--- src/hw/rtl/bpa_pkg.sv ---
// Package for the bitmap page allocator: sizes, opcodes and the
// controller/datapath command and status structs. No dependencies.
package bpa_pkg;
    localparam int unsigned NUM_PAGES = 4096;
    localparam int unsigned WORD_BITS = 64;
    localparam int unsigned MAP_WORDS = NUM_PAGES / WORD_BITS;
    localparam int unsigned WORD_AW   = $clog2(MAP_WORDS);
    localparam int unsigned BIT_AW    = $clog2(WORD_BITS);
    localparam int unsigned CNT_W     = 13;
    localparam int unsigned PAGE_W    = 12;
    localparam logic [CNT_W-1:0] COUNT_MAX = 13'd8191;
    localparam logic [CNT_W-1:0] LIMIT_RST = 13'd4096;
    localparam logic [CNT_W-1:0] PAGES_MAX = 13'd4096;

    localparam logic OP_ALLOC = 1'b0;
    localparam logic OP_FREE  = 1'b1;

    typedef struct packed {
        logic init_step;
        logic load;
        logic scan_start;
        logic scan_retry;
        logic scan_step;
        logic fetch_scan;
        logic fetch_wr;
        logic mark_step;
        logic clear_step;
        logic commit_alloc;
        logic commit_free;
        logic commit_fail;
    } t_cmd;

    typedef struct packed {
        logic is_free;
        logic zero_req;
        logic scan_end;
        logic found;
        logic scan_wrap;
        logic wr_wrap;
        logic wr_done;
        logic init_done;
    } t_stat;
endpackage

--- src/hw/rtl/bpa_ctrl.sv ---
// Controller of the bitmap page allocator: sequences the fill pass, scan,
// retry, word fetches, mark and clear passes and the output handshake. Uses bpa_pkg.
module bpa_ctrl (
    input  logic           i_clk,
    input  logic           i_rst_n,
    input  logic           i_req_valid,
    output logic           o_req_ready,
    output logic           o_rsp_valid,
    input  logic           i_rsp_ready,
    input  bpa_pkg::t_stat i_stat,
    output bpa_pkg::t_cmd  o_cmd
);
    import bpa_pkg::*;
    localparam logic [2:0] S_INIT = 3'd0, S_IDLE = 3'd1, S_LOAD = 3'd2,
                           S_SFETCH = 3'd3, S_SCAN = 3'd4, S_WFETCH = 3'd5,
                           S_WRITE = 3'd6, S_OUT = 3'd7;
    logic [2:0] r_state, n_state;
    logic       r_pass2, n_pass2;

    assign o_req_ready = (r_state == S_IDLE);
    assign o_rsp_valid = (r_state == S_OUT);

    always_ff @(posedge i_clk) begin
        if (!i_rst_n) begin r_state <= S_INIT; r_pass2 <= 1'b0; end
        else begin r_state <= n_state; r_pass2 <= n_pass2; end
    end

    always_comb begin
        n_state = r_state;
        n_pass2 = r_pass2;
        o_cmd = '0;
        case (r_state)
            S_INIT: begin
                o_cmd.init_step = 1'b1;
                if (i_stat.init_done) n_state = S_IDLE;
            end
            S_IDLE: if (i_req_valid) begin o_cmd.load = 1'b1; n_state = S_LOAD; end
            S_LOAD: begin
                if (i_stat.is_free) begin
                    if (i_stat.wr_done) begin o_cmd.commit_free = 1'b1; n_state = S_OUT; end
                    else n_state = S_WFETCH;
                end
                else if (i_stat.zero_req) begin o_cmd.commit_fail = 1'b1; n_state = S_OUT; end
                else begin o_cmd.scan_start = 1'b1; n_pass2 = 1'b0; n_state = S_SFETCH; end
            end
            S_SFETCH: begin o_cmd.fetch_scan = 1'b1; n_state = S_SCAN; end
            S_SCAN: begin
                if (i_stat.found) n_state = S_WFETCH;
                else if (i_stat.scan_end) begin
                    if (r_pass2) begin o_cmd.commit_fail = 1'b1; n_state = S_OUT; end
                    else begin
                        o_cmd.scan_retry = 1'b1; n_pass2 = 1'b1; n_state = S_SFETCH;
                    end
                end else begin
                    o_cmd.scan_step = 1'b1;
                    // refetch once the scan leaves the buffered word
                    if (i_stat.scan_wrap) n_state = S_SFETCH;
                end
            end
            S_WFETCH: begin o_cmd.fetch_wr = 1'b1; n_state = S_WRITE; end
            S_WRITE: begin
                if (i_stat.wr_done) begin
                    if (i_stat.is_free) o_cmd.commit_free = 1'b1;
                    else o_cmd.commit_alloc = 1'b1;
                    n_state = S_OUT;
                end else begin
                    if (i_stat.is_free) o_cmd.clear_step = 1'b1;
                    else o_cmd.mark_step = 1'b1;
                    if (i_stat.wr_wrap) n_state = S_WFETCH;
                end
            end
            S_OUT: if (i_rsp_ready) n_state = S_IDLE;
            default: n_state = S_IDLE;
        endcase
    end
endmodule

--- config.mk ---
export PLATFORM = sky130hd
export DESIGN_NAME = bpa_ctrl
export DESIGN_NICKNAME = d
export VERILOG_FILES = /design/src/hw/rtl/bpa_pkg.sv /design/src/hw/rtl/bpa_ctrl.sv
export SDC_FILE = /design/constraint.sdc
export NUM_CORES = 1
export LEC_CHECK = 0
export BUFFER_PORTS_ARGS = -buffer_cell sky130_fd_sc_hd__buf_4
export CAP_MARGIN = 20
export CORE_MARGIN = 1.5
export CORE_UTILIZATION = 30
export CTS_BUF_LIST = sky130_fd_sc_hd__clkbuf_2 sky130_fd_sc_hd__clkbuf_4 sky130_fd_sc_hd__clkbuf_8
export DETAILED_ROUTE_END_ITERATION = 6
export SLEW_MARGIN = 20
export SYNTH_ARGS = -nofsm -noshare
export SYNTH_HDL_FRONTEND = slang
export SYNTH_SLANG_ARGS = --single-unit
--- constraint.sdc ---
create_clock -name i_clk -period 1.95 [get_ports i_clk]
set_input_delay 0.39 -clock i_clk [delete_from_list [all_inputs] [get_ports i_clk]]
set_output_delay 0.39 -clock i_clk [all_outputs]
set_load 0.005 [all_outputs]
# --- After elaboration in Yosys (flattened, before gate mapping) ---
# Index checks and enable logic that the tools add are counted.
classes:
  eq_ne: 16
  add_sub_neg: 0
  n_mul: 0
  n_bitwise: 0
  magnitude_cmp: 0
  n_reduce_logical: 4
  n_shift: 0
  div: 0
  muxes: 45
op_table:
  columns: ["cell", "count"]
  rows:
  - ["$mux W3", 12]
  - ["$mux W1", 24]
  - ["$pmux W3 S8", 1]
  - ["$eq A3 B3 Y1 const B", 4]
  - ["$ne A2 B2 Y1 const B", 6]
  - ["$mux W2", 5]
  - ["$reduce_and A5 Y1", 2]
  - ["$eq A3 B2 Y1 const B", 2]
  - ["$pmux W1 S2", 3]
  - ["$ne A4 B4 Y1 const B", 1]
  - ["$eq A3 B1 Y1 const B", 1]
  - ["$logic_not A3 Y1", 1]
  - ["$ne A3 B3 Y1 const B", 1]
  - ["$ne A2 B1 Y1 const B", 1]
  - ["$reduce_bool A2 Y1", 1]
word_totals:
  output_inout_bits: 14
  elab_cells: 67
  romBits: 0
  reg_bits: 4
  input_bits: 12
  latchBits: 0
  ram_bits: 0
  mem_count: 0

# --- Longest topological paths before layout ---
# Gate-level depths: netlist of run 1.
depth:
  word_depth: 4
  mapped_depth: 5
  ltp_nobuf: 4

# --- Least setup slack after synthesis of run 1 ---
# OpenSTA, ideal clock, no wires.
synth_path:
  path_kind: "register to register"
  from: "reg r_state[0]"
  to: "reg r_state[0]"
  path_stages_with_launch: 6
  t_required_ns: 1.831
  t_arrival_ns: 1.400
  synth_period_minus_slack_ns: 1.519
  slack_ns: 0.431
  setup_time_ns: 0.119
  n_path_buf: 1
  cell_sequence: "dfxtp_1 > buf_6 > nand2b_4 > or4b_4 > o311a_1 > o221a_1"
synth_between:
  elab_chain_cells: 3
  word_cells_on_any_way: 15
  classes_between: "12 x eq/ne; 1 x mux; 2 x reduce/logical"
synth_lines:
  columns: ["item", "line", "source"]
  rows:
  - ["from (decl)", "bpa_ctrl.sv:17", "logic [2:0] r_state, n_state;"]
  - ["from (signal assigned)", "bpa_ctrl.sv:25", "else begin r_state <= n_state; r_pass2 <= n_pass2; end"]
  - ["$eq A3 B3 Y1 (tied with other cells)", "bpa_ctrl.sv:32", "case (r_state)"]
  - ["$ne A4 B4 Y1 (no line) (tied with other cells)", null, null]
  - ["$reduce_and A5 Y1 (no line)", null, null]
# Parallel ways exist; a longest one is shown, timed or not.
# A chain may end at the register's enable or synchronous reset.

==> results.yml, run 1 <==
worst_setup_path:
  crit_path_start_kind: "register"
  r2r_start: "r_state[1]"
  required_ps: 1560
  critPathBufInv: 1
  path_delay_family: "simple AND/OR/NAND/NOR gates"
  critical_path_depth: 4
  path_class: "register to primary output"
  r2r-end: "r_state[0]"
  path_cells: "nand2b_4, nor4b_2, nor2b_1, buf_4"
  reg2reg_slack_ps: 340
  max_stage_delay_ps: 480
  critPathSlowestCell: "dfxtp_1"
  reg2regPathDepth: 4
  crit_start: "r_state[2]"
  cp.arrival_ps: 1450
  cp-end-kind: "primary output"
  path_max_fanout: 6
final_layout:
  mostFrequentLayoutCell: "buf_4"
  drive_gt1_share_pct: 48.2
  final_nets: 99
  utilization_pct: 49.2
  syn_to_final_growth_pct: 47.5
  antenna_cells: 0
  stdcell_area_sq_um: 664
  final_cell_mix: "buf_4, nor3_1, nand2_1, nor2_1, dfxtp_1"
  multi_input_comb_area_sq_um: 325
  fillers: 141
  seqCellArea_sq_um: 80.1
die:
  die_w_um: 41.8
  start_util_pct: 33.4
  coreArea_sq_mm: 0.00135
  die_h_um: 41.8
  dieArea_sq_mm: 0.00174
  io_pins: 26
  rows: 13
grt:
  grt_max_degree: 19
  gr-total-overflow: 0
  antenna_found_initial: 0
  grt_pass1_wl_um: 1950
  grt_usage_pct: 14.2
  grt_pass1_vias: 466
timing:
  rsz0062_at_grt: "no"
  worstMarginPinSlew_ps: 372
  maxSlewViolCount: 0
  hold_viol_final: 0
  setup_viol: 0
  fin_skew_ps: 3.17
  maxSlewHeadroom_pct: 74.6
  tns_ps: 0
  period_needed_ps: 1840
  finalCritPeriodShare_pct: 94.4
  timing.fmax_mhz: 543
route:
  drt_iter0_drc: 6
  wirelength_um: 1260
  dr.pass1.iters: 4
  wl_per_cell_um: 12.6
  vias: 538
  post-route-drc-count: 0
  via_per_inst: 5.38
  ant_nets: 0
cts:
  cts_buffers: 3
  clk_latency_ps: 240
  clock_sinks: 4
  path_clk_slew_ps: 40
  cts_hold_buf: 0
  post_cts_buffers: 0
  cts_root_buffer: "clkbuf_4"
  htreeDepth: 1
  cts_tree: "yes"
  cts.path.max_buffers: 2
synth:
  synth_seq_cells: 4
  synth_ff_type: "dfxtp_1"
  syn_area_sq_um: 450
  synth-edff-count: 0
  synth_cells: 58
  syn-num-nets: 70
  yosysSeqAreaShare_pct: 17.8
  async_reset_ff_share_pct: 0
  synth.distinct_cells: 32
  synth.yosys.warnings: 0
  avgSynthCellArea_sq_um: 7.77
placement:
  hpwl_um: 928
  place_area_sq_um: 629
  port_buffers: 25
  gp_congestion: 0.774
worst_hold_path:
  holdPathEnd: "r_state[2]"
  hold_path_class: "primary input to register"
  worstHoldPathCells: 3
  hp-start: "i_rst_n"
pwr:
  p_per_area_mw_per_mm2: 456
  p_leak_nw: 0.317
  power_mw: 0.303
  ir_worst_vdd_v: 0.000404
flow_run:
  maxCapViolCount: 0
status:
  outcome: "completed"
-- registers in the layout, summed over array words and instances, names as in the netlist --
signal and flops:
r_state 3, r_pass2 1
-- report_power, final --
part           internal (mW)  switching [mW]
Clock                 0.0691          0.0381
Combinational         0.0566          0.0443
Sequential            0.0868         0.00801
Total                  0.213          0.0904
-- cell families after synthesis --
| group | after synthesis | synth area share, % |
|---|---|---|
| compound gates | 11 | 18.9 |
| buf+inv | 6 | 12.8 |
| simple gates | 36 | 48.3 |
| flops | 4 | 17.8 |
| mux | 1 | 2.22 |
-- repair_timing --
action / CTS / global route
pin swaps: 0 / 0
resized for setup: 1 / 1
setup endpoints to repair: 2 / 1
-- through the flow --
| stage | cells | hold slack (ps) | setup slack, ps |
|---|---|---|---|
| 2_1_floorplan | 58 | 498 | 431 |
| 3_3_place_gp | 97 | 559 | 251 |
| 3_5_place_dp | 97 | 551 | 272 |
| 4_1_cts | 100 | 422 | 68.9 |
| 5_1_grt | 100 | 433 | 24.9 |
| 6_report | 100 | 427 | 109 |
-- worst register-to-register path: cells and delay by family (launching register included) --
family / cells / cell delay [ps]
compound gates: 2 / 360
flops: 1 / 550
simple gates: 2 / 580
-- cells in the mapped netlist, drive strengths merged, types with 4 or more instances --
master	count	area, sq um
nor2	6	22.5
dfxtp	4	80.1
nand2	6	22.5
nor3	8	40.0
-- layout make-up --
class / instances / area share [%]
Tap cell: 15 / 2.82
Inverter: 2 / 1.13
Timing Repair Buffer: 28 / 31.6
Clock buffer: 3 / 3.39
Sequential cell: 4 / 12.1
Multi-Input combinational cell: 48 / 49.0
-- worst max path at each step --
stage,to,slack [ps]
after floorplan,r_state[0],430
after global placement,o_cmd[9],250
after detailed placement,o_cmd[0],270
after CTS,o_cmd[9],70
after global routing,o_cmd[0],20
final,o_cmd[8],110
-- routing by layer --
metal,up-vias,track usage [%],part of all wire [%]
met3,0,5.65,9.2
li1,267,-,-
met1,243,16.7,43
met4,0,1.94,0
met2,28,24.7,48
met5,-,0,0
(Power assumes the default switching activity.)
==> run 2: changes to the inputs <==
Settings changed: CORE_AREA set to 2 2 39 41, CORE_MARGIN 1.5 to not set, CORE_UTILIZATION 30 to not set, DIE_AREA set to 0 0 41 43.
==> run 2 against run 1 <==
  * Setup slack improved by 75 ps
  * Hold slack gained 4.4 ps
  * Critical path type unchanged
  * Non-clock buffer count unchanged
  * Sequential power shrank 2%
  * Clock power shrank 7%
  * Die area increased by 1.1%
  * Global-route usage grew 0.95 points
  * First-iteration DRC count rose by 67%
  * Wire length shrank 12%
  * Via count shrank 4.8%
  * Critical endpoint is now o_cmd[9]
  * Critical path depth shrank 1
  * Cell area down 0.75%
==> results.yml, run 2 (same netlist as run 1, synthesis figures left out) <==
worst_setup_path:
  crit_path_start_kind: "register"
  r2r_start: "r_state[1]"
  path_cells: "nand2b_1, nor4_1, buf_4"
  max_stage_delay_ps: 520
  cp-end-kind: "primary output"
  path_class: "register to primary output"
  cp.arrival_ps: 1380
  path_max_fanout: 11
  crit_start: "r_state[1]"
  required_ps: 1560
  critPathSlowestCell: "dfxtp_1"
placement:
  gp_congestion: 0.753
  hpwl_um: 842
  placed_cells: 98
  port_buffers: 25
  place_area_sq_um: 631
final_layout:
  antenna_cells: 0
  top_regs: "r_state x3, r_pass2 x1"
  largest_reg_flops: 3
  mostFrequentLayoutCell: "buf_4"
  drive_gt1_share_pct: 47.1
  top_register: "r_state"
  syn_to_final_growth_pct: 46.4
  final_cell_mix: "buf_4, nor3_1, nand2_1, nor2_1, dfxtp_1"
  fillers: 148
  stdcell_count: 101
  final_nets: 99
  stdcell_area_sq_um: 659
grt:
  grt_max_degree: 19
  gr-total-overflow: 0
  grt_usage_pct: 15.2
  antenna_found_initial: 0
  grt_pass1_wl_um: 1860
  grt_pass1_vias: 437
die:
  rows: 14
  coreArea_sq_mm: 0.00138
  die_h_um: 43
  die_w_um: 41
  start_util_pct: 32.5
  dieArea_sq_mm: 0.00176
  io_pins: 26
cts:
  cts_tree: "yes"
  cts_root_buffer: "clkbuf_4"
  cts_buffers: 3
  htreeDepth: 1
  path_clk_slew_ps: 40
  clock_sinks: 4
  cts.path.max_buffers: 2
  clk_latency_ps: 230
timing:
  maxSlewViolCount: 0
  timing.fmax_mhz: 566
  period_needed_ps: 1770
  rsz0062_at_grt: "no"
  worstMarginPinSlew_ps: 367
  setup_viol: 0
  hold_viol_final: 0
  tns_ps: 0
  hold_slack_ps: 432
  finalCritPeriodShare_pct: 90.6
  maxSlewHeadroom_pct: 74.9
  fin_skew_ps: 3.13
route:
  post-route-drc-count: 0
  wl_per_cell_um: 10.9
  drt_iter0_drc: 10
  wirelength_um: 1110
  ant_nets: 0
  via_per_inst: 5.07
  dr.pass1.iters: 4
  vias: 512
pwr:
  p_leak_nw: 0.316
  seqPwrFrac_pct: 31.8
  swShare_pct: 27.6
  clkPwrFrac_pct: 34.2
  ir_worst_vdd_v: 0.000442
  combPwrFrac_pct: 34.0
  p_per_area_mw_per_mm2: 444
  switching_power_mw: 0.0806
  internal-power_mw: 0.212
worst_hold_path:
  hold_path_class: "primary input to register"
  hp-start: "i_rst_n"
flow_run:
  maxCapViolCount: 0
status:
  outcome: "completed"
run 2: cell types whose count changed in the layout (fill, tap and decap cells not counted):
cell    previous run  this run
nor4_1             1         2
nor4_2             1         0
run 2: final timing paths:
kind | endpoint | slack [ps] | depth (start not counted)
hold reg to reg | r_pass2 | 540 | 2
setup / recovery | o_cmd[9] | 180 | 3
hold / removal | r_state[2] | 430 | 3
setup reg to reg | r_state[0] | 400 | 4
run 2: timing repair:
action                     4_1_cts  5_1_grt
setup buffers                    0        0
setup endpoints to repair        0        2
gates resized for setup          0        1
hold buffers                     0        0
run 2: stage by stage:
stage	utilization, %	total power, mW	setup WS (ps)
final	47.6	0.293	184
after global routing	47.6	0.323	11.4
after CTS	47.2	0.298	96.5
after floorplan	-	0.157	431
after global placement	45.6	0.193	313
after detailed placement	45.6	0.193	291
run 2: critical path, delay by kind of cell, from the launching register on:
kind,cells,cell delay (ps)
flip-flops,1,520
AND/OR/NAND/NOR,2,440
buffers and inverters,1,180
run 2: area by class of cell:
class / instances / area [sq um] / share of cell area (%)
clock buffers: 3 / 22.5 / 3.42
inverters: 2 / 7.51 / 1.14
multi-input cells: 48 / 319 / 48.4
flip-flops and latches: 4 / 80.1 / 12.1
well taps: 16 / 20.0 / 3.04
repair buffers: 28 / 210 / 31.9
run 2: metal layers:
layer	share of wire (%)	GRT usage (%)	wire length [um]
met5	0	0	0
met4	0	2.00	0
met2	45	21.9	494
met1	48	20.3	530
met3	7.2	7.85	80
run 2: power by group through the flow:
stage / Combinational, mW / Sequential [mW] / Clock (mW)
floorplan: 0.0648 / 0.0921 / 0
global placement: 0.0994 / 0.0938 / 0
detailed placement: 0.0993 / 0.0939 / 0
CTS: 0.0997 / 0.0928 / 0.105
global route: 0.112 / 0.0943 / 0.117
finish: 0.0995 / 0.0930 / 0.100
==> run 3: changes to the inputs <==
Settings changed: BUFFER_PORTS_ARGS -buffer_cell sky130_fd_sc_hd__buf_4 to -buffer_cell sky130_fd_sc_hd__buf_2.
==> run 3 against run 2 <==
  * Utilization fell by 5.0 points
  * Count of clock-buffer cells in the layout did not move
  * Global-route usage fell by 0.19 points
  * Clock power rose by 4%
  * Sequential share of layout area rose by 1.6 points
  * Combinational power fell by 15%
  * Total power fell by 3.2%
  * Die area did not move
  * Sequential power rose by 2.6%
  * Critical path depth rose by 1
  * Maximum frequency rose by 3.3%
  * Critical path type unchanged
==> results.yml, run 3 (same netlist as run 1, synthesis figures left out) <==
route:
  dr.pass1.iters: 2
  wirelength_um: 1130
  drt_iter0_drc: 6
  wl_per_cell_um: 11.3
  via_per_inst: 5.19
  post-route-drc-count: 0
  vias: 519
  ant_nets: 0
timing:
  worstMarginPinSlew_ps: 374
  maxSlewHeadroom_pct: 74.4
  setup_ws_ps: 240
  hold_slack_ps: 430
  maxSlewViolCount: 0
  tns_ps: 0
  timing.fmax_mhz: 585
  fin_skew_ps: 8.82
  hold_viol_final: 0
  finalCritPeriodShare_pct: 87.7
  setup_viol: 0
  rsz0062_at_grt: "no"
  period_needed_ps: 1710
worst_hold_path:
  hp-start: "i_rst_n"
  hold_path_class: "primary input to register"
  holdPathEnd: "r_state[0]"
  worstHoldPathCells: 2
final_layout:
  stdcell_area_sq_um: 591
  utilization_pct: 42.7
  syn_to_final_growth_pct: 31.1
  top_regs: "r_state x3, r_pass2 x1"
  final_nets: 98
  largest_reg_flops: 3
  antenna_cells: 0
  stdcell_count: 100
  final_cell_mix: "buf_2, nor3_1, nand2_1, nor2_1"
  mostFrequentLayoutCell: "buf_2"
  top_register: "r_state"
  drive_gt1_share_pct: 47.6
worst_setup_path:
  required_ps: 1560
  cp.arrival_ps: 1320
  path_class: "register to primary output"
  r2r-end: "r_state[0]"
  path_max_fanout: 6
  path_delay_family: "simple AND/OR/NAND/NOR gates"
  reg2regPathDepth: 5
  max_stage_delay_ps: 320
  critPathSlowestCell: "nor4b_2"
  reg2reg_slack_ps: 430
  critPathBufInv: 1
  path_cells: "nand2b_4, nor4b_2, a22o_1, buf_2"
  crit_path_start_kind: "register"
  r2r_start: "r_state[2]"
  cp-end-kind: "primary output"
pwr:
  p_per_area_mw_per_mm2: 480
  switching_power_mw: 0.0839
  power_mw: 0.283
  combPwrFrac_pct: 29.7
  internal-power_mw: 0.199
  seqPwrFrac_pct: 33.7
  swShare_pct: 29.6
  clkPwrFrac_pct: 36.7
  ir_worst_vdd_v: 0.000373
  p_leak_nw: 0.301
die:
  die_w_um: 41
  rows: 14
  die_h_um: 43
  coreArea_sq_mm: 0.00138
  start_util_pct: 32.5
  io_pins: 26
  dieArea_sq_mm: 0.00176
cts:
  path_clk_slew_ps: 40
  cts_buffers: 3
  cts_root_buffer: "clkbuf_4"
  cts.path.max_buffers: 2
  cts_tree: "yes"
  clock_sinks: 4
  htreeDepth: 1
  post_cts_buffers: 0
  clk_latency_ps: 240
placement:
  port_buffers: 25
  place_area_sq_um: 561
  pre_cts_slack_ps: 275
  placed_cells: 97
  gp_congestion: 0.692
  hpwl_um: 862
status:
  outcome: "completed"
grt:
  grt_max_degree: 19
  grt_usage_pct: 15.0
  antenna_found_initial: 0
  gr-total-overflow: 0
  grt_pass1_vias: 456
  grt_pass1_wl_um: 1860
flow_run:
  maxCapViolCount: 0
run 3: changes by cell type in the layout (fill, tap and decap cells not counted), sizes merged:
| cell | previous run | this run |
|---|---|---|
| buf | 28 | 27 |
run 3: worst max-delay path by stage:
stage,startpoint,to,slack [ps],depth (start not counted)
5_1_grt,r_state[1],o_cmd[9],100,3
3_3_place_gp,i_stat[4],o_cmd[0],280,4
3_5_place_dp,i_stat[4],o_cmd[0],270,4
4_1_cts,r_state[1],o_cmd[9],40,3
6_report,r_state[0],o_cmd[0],240,4
2_1_floorplan,r_state[0],r_state[0],430,5
run 3: power groups by stage:
stage	logic, mW	clock network [mW]	registers [mW]
floorplan	0.0648	0	0.0921
global route	0.0960	0.112	0.0964
detailed placement	0.0838	0	0.0962
global placement	0.0830	0	0.0960
finish	0.0841	0.104	0.0954
CTS	0.0847	0.109	0.0952
run 3: routing by layer:
metal / up-vias / track usage (%) / share of wire (%)
met5: - / 0 / 0
met4: 0 / 0 / 0
met3: 0 / 6.28 / 6.8
met2: 18 / 24.4 / 48
met1: 235 / 19.0 / 45
li1: 266 / - / -
run 3: timing repair:
action / 4_1_cts / 5_1_grt
gates resized for setup: 1 / 1
hold buffers: 0 / 0
setup endpoints to repair: 1 / 2
run 3: area by class of cell:
cell class,count,area [sq um]
Clock buffer,3,22.5
Sequential cell,4,81.3
Fill cell,148,793
Tap cell,16,20.0
Inverter,2,7.51
Timing Repair Buffer,27,140
Multi-Input combinational cell,48,319
